**src/rtl/avgp_pkg.sv**
```systemverilog
package avgp_pkg;

    // configuration register indexes
    localparam logic [2:0] CFG_CHANNEL_COUNT = 3'd0;
    localparam logic [2:0] CFG_WINDOW_LEN    = 3'd1;
    localparam logic [2:0] CFG_WINDOW_STEP   = 3'd2;
    localparam logic [2:0] CFG_RELU_ENABLE   = 3'd3;
    localparam logic [2:0] CFG_SCALE_SHIFT   = 3'd4;

    localparam int CFG_IDX_W  = 3;
    localparam int CFG_DATA_W = 8;

    // width of the pool size register, also the divisor width
    localparam int PW = 5;

    typedef struct packed {
        logic [6:0]        channel_count;
        logic [PW-1:0]     window_len;
        logic [7:0]        window_step;
        logic              relu_enable;
        logic signed [5:0] scale_shift;
    } t_cfg;

    // controller to datapath
    typedef struct packed {
        logic load_in;
        logic mem_rd;
        logic update;
        logic div_start;
        logic out_load;
    } t_cmd;

    // datapath to controller
    typedef struct packed {
        logic emit;
        logic div_done;
        logic out_free;
    } t_sts;

endpackage

```
**src/rtl/avgp_ctrl.sv**
```systemverilog
module avgp_ctrl import avgp_pkg::*; (
    input  logic i_clk,
    input  logic i_rst_n,
    input  logic i_valid,
    output logic o_ready,
    input  t_sts i_sts,
    output t_cmd o_cmd
);

    typedef enum logic [2:0] {
        S_IDLE,
        S_READ,
        S_UPDATE,
        S_DIV_START,
        S_DIV_WAIT,
        S_SCALE
    } t_state;

    t_state r_state;
    t_state n_state;

    // next state
    always_comb begin
        n_state = r_state;
        case (r_state)
            S_IDLE: begin
                if (i_valid) n_state = S_READ;
            end
            S_READ: begin
                n_state = S_UPDATE;
            end
            S_UPDATE: begin
                n_state = i_sts.emit ? S_DIV_START : S_IDLE;
            end
            S_DIV_START: begin
                n_state = S_DIV_WAIT;
            end
            S_DIV_WAIT: begin
                if (i_sts.div_done) n_state = S_SCALE;
            end
            S_SCALE: begin
                if (i_sts.out_free) n_state = S_IDLE;
            end
            default: begin
                n_state = S_IDLE;
            end
        endcase
    end

    always_ff @(posedge i_clk) begin
        if (!i_rst_n) begin
            r_state <= S_IDLE;
        end else begin
            r_state <= n_state;
        end
    end

    // commands
    assign o_ready         = (r_state == S_IDLE);
    assign o_cmd.load_in   = (r_state == S_IDLE) && i_valid;
    assign o_cmd.mem_rd    = (r_state == S_READ);
    assign o_cmd.update    = (r_state == S_UPDATE);
    assign o_cmd.div_start = (r_state == S_DIV_START);
    assign o_cmd.out_load  = (r_state == S_SCALE) && i_sts.out_free;

endmodule

```
**config.mk**
```make
export PLATFORM = sky130hd
export DESIGN_NAME = avgp_ctrl
export DESIGN_NICKNAME = d
export VERILOG_FILES = /design/src/rtl/avgp_pkg.sv /design/src/rtl/avgp_ctrl.sv
export SDC_FILE = /design/constraint.sdc
export NUM_CORES = 1
export LEC_CHECK = 0
export ABC_AREA = 1
export BUFFER_PORTS_ARGS = -buffer_cell sky130_fd_sc_hd__buf_2
export CORE_AREA = 2 2 39 41
export DETAILED_ROUTE_END_ITERATION = 12
export DIE_AREA = 0 0 41 43
export PLACE_DENSITY = 0.37
export SLEW_MARGIN = 20
export SYNTH_ARGS = -nofsm -noshare
export SYNTH_HDL_FRONTEND = slang
export SYNTH_SLANG_ARGS = --single-unit
```
**constraint.sdc**
```tcl
create_clock -name i_clk -period 3.1 [get_ports i_clk]
set_clock_uncertainty 0.1 [all_clocks]
set_input_delay 0.155 -clock i_clk [delete_from_list [all_inputs] [get_ports i_clk]]
set_output_delay 0.155 -clock i_clk [all_outputs]
set_load 0.005 [all_outputs]
```
# After elaboration in Yosys (flattened, before gate mapping)
# Cells that the tools add are included.
# totals
word_cells	18
in_bits	6
regBits	3
output_inout_bits	6
# op_classes
reduce_logical	4
mux	5
n_eq_ne	8
# ops
op	n
3-bit one-hot mux with 6 select lines	1
3-bit two-way mux	3
3-bit by 2-bit equality test with 1-bit output, second input constant	2
3-bit equality test, second input constant	2
2-bit != test, second input constant	3
3-bit by 1-bit equality test with 1-bit output, second input constant	1
3-bit zero test	1
3-bit AND reduction	1
1-bit logical AND	2
2-bit two-way mux	1

# Depth between registers and ports, before layout
# depth
ltp_word	3
ltp_mapped	7
depth_no_buf	6

# Least setup slack after synthesis
# OpenSTA, ideal clock, no wires.
# synth_timing
path_type	reg-to-reg
from	register r_state[2]
to	register r_state[0]
stages_incl_launch_ff	8
arrival_ns	0.797
setup_ns	0.112
period_less_slack_ns	1.010
required_ns	2.888
slack_ns	2.090
n_path_buf	1
path_cell_list	dfxtp_1 -> buf_4 -> nand2_1 -> nor2_1 -> nand2_1 -> nand3_2 -> nor2_1 -> nor2_2
# synth_between
elab_chain_cells	3
elab_cells_between_ends	11
cone_classes	8 x eq/ne; 1 x mux; 2 x reduce/logical
# synth_rtl
element	line_no	rtl
from (decl)	avgp_ctrl.sv:19	t_state r_state;
from (signal assigned)	avgp_ctrl.sv:54	r_state <= n_state;
3-bit equality test / 3-bit zero test (equally long branches)	avgp_ctrl.sv:25	case (r_state)
2-bit != test (no line)	--	
3-bit AND reduction (no line)	--	
# Several ways; a longest one is shown, not always the timed one.
# A chain may end at the register's enable or synchronous reset.

==> results.toml <==
[floorplan]
core_sq_um = 1380
rows = 14
ios = 12
die-area_sq_um = 1760
start_util = 0.163
fp.dieH_um = 43
die_x_um = 41

[clock_network]
clk_latency_ps = 240
root_buffer = "clkbuf_4"
cts_buffers = 3
ctsHoldBuffers = 0
htree_levels = 1
clkTransAtPathRegs_ps = 40
cts_setup_buffers = 0
cts_tree = "yes"
clock_sinks = 3
post_cts_resized = 0
clockBufferDepth = 2

[synthesis]
synth_area_leaders = "dfxtp_1 (27%), inv_1 (10%), nand2_1 (10%)"
synth_nets = 43
synthCells = 37
yosys.area.top_type = "dfxtp_1"
postSynthAreaPerCell_sq_um = 6.09
synth_top_area_share = 0.267
synth_edf_count = 0
netlist_area_sq_um = 225
ys_seq_area_frac = 0.267
yosys_warnings = 0
synth_common_cells = "inv_1 (6), nand2_1 (6), nor2_1 (6)"
ys_ff_latch = 3
synth_cell_type_count = 12
postSynth.asyncResetShare = 0
synthFlopType = "dfxtp_1"

[sta]
report.final.slew_viol_count = 0
slew_headroom = 0.809
hold_viol = 0
finalSetupViolations = 0
worst_slew_pin_slew_ps = 286
fmax_mhz = 725
fin_setup_tns_ps = 0
period_share = 0.445
period_needed_ps = 1380
rsz0062_at_grt = "false"

[detailed_routing]
wl_um = 532
dr.first_iter.drc_count = 5
vias = 270
first_pass_iters = 4
routedWlPerCell_um = 7.94
drcViolationCount = 0
avgViaCountPerCell = 4.03
ant_nets = 0

[critical_path]
end_kind = "output pin"
cp.arrival_ps = 1120
crit_required_ps = 2840
timing.rr.end = "r_state[2]"
r2r_slack_ps = 1980
crit_fanout = 6
r2r.worst_path.cells = 5
crit_path_start = "r_state[0]"
startpoint_type = "register"
path_class = "reg2out"
r2r_start = "r_state[2]"

[pwr]
vdd_drop_max_v = 0.000178
power_switching_mw = 0.118
p_clk_frac = 0.251
p_leak_nw = 0.181
intPower_mw = 0.158
seqPwrFrac = 0.283
powerDensity_nw_per_um2 = 868
finalPower_mw = 0.277
swShare = 0.428
pwr-share-comb = 0.465

[grt]
grt_pass1_wl_um = 814
grt_start_max_net_pins = 10
globalRoute.totalOverflow = 0
antenna_found_initial = 0
grt.total_usage = 0.0741
grt_pass1_vias = 232

[place]
gp_congestion = 0.656
hpwl_um = 446
port_buffers = 11

[job]
drv_cap = 0

[finish]
top_register = "r_state"
largest_registers = "r_state x3"
antennaDiodeCount = 0
layout.nets = 58
drive_above_1_share = 0.392
syn2layout_area_growth_pct = 41.7
largest_reg_flops = 3

[min_path]
hold_end = "r_state[2]"
min_from = "i_rst_n"
hold_class = "in2reg"
whs_path_depth = 3

[outcome]
outcome = "complete, no violations"
==> per-layer routing <==
metal / share of wire / routed length [um] / GRT usage
met1: 0.37 / 195 / 0.0575
met2: 0.52 / 277 / 0.119
met3: 0.085 / 45 / 0.0314
met4: 0.026 / 14 / 0.0800
met5: 0 / 0 / 0
==> layout by cell type, fill, tap and decap left out, drive strengths merged <==
cell type  count
o21ai          1
nand2          6
a21boi         1
nor3           3
dfxtp          3
buf           11
clkbuf         4
inv            7
nor2           9
nand3          6
==> per-stage QoR <==
stage / instances / utilization / area [sq um] / setup WS, ps / hold WS [ps]
floorplan: 37 / - / 225 / 2090 / 197
global placement: 63 / 0.212 / 293 / 1920 / 336
detailed placement: 63 / 0.212 / 293 / 1960 / 337
CTS: 67 / 0.231 / 319 / 1720 / 105
global route: 67 / 0.231 / 319 / 1650 / 95.3
finish: 67 / 0.231 / 319 / 1720 / 98.0
==> critical path, cell delays in order, from the launching register on <==
cell     delay, ps
dfxtp_1        350
nor2_2         190
inv_1           90
nor3_1         130
buf_2          140
==> cells by family (layout without fill, tap and decap cells) <==
group           after synthesis  in the layout  synth area share
simple gates                 24             24             0.528
compound gates                2              2            0.0555
flops                         3              3             0.267
buf+inv                       8             22             0.150
==> power by group through the flow <==
stage               combinational, mW  clock (mW)  sequential, mW
floorplan                       0.108           0          0.0662
global placement                0.134           0          0.0805
detailed placement              0.131           0          0.0793
CTS                             0.132      0.0692          0.0787
global route                    0.149      0.0762          0.0819
finish                          0.129      0.0696          0.0784
==> cell type report <==
cell class                      count  area, sq um
Inverter                            7         26.3
Clock buffer                        4         26.3
Multi-Input combinational cell     26          131
Tap cell                           16         20.0
Sequential cell                     3         60.1
Fill cell                         168         1060
Timing Repair Buffer               11         55.1
==> worst max path at each step <==
stage	cells after the start	slack, ps	endpoint
after floorplan	7	2090	r_state[0]
after CTS	4	1720	o_cmd[4]
after global placement	5	1920	r_state[0]
final	4	1720	o_cmd[4]
after detailed placement	4	1960	o_cmd[4]
after global routing	4	1650	o_cmd[4]
(Power assumes the default switching activity.)
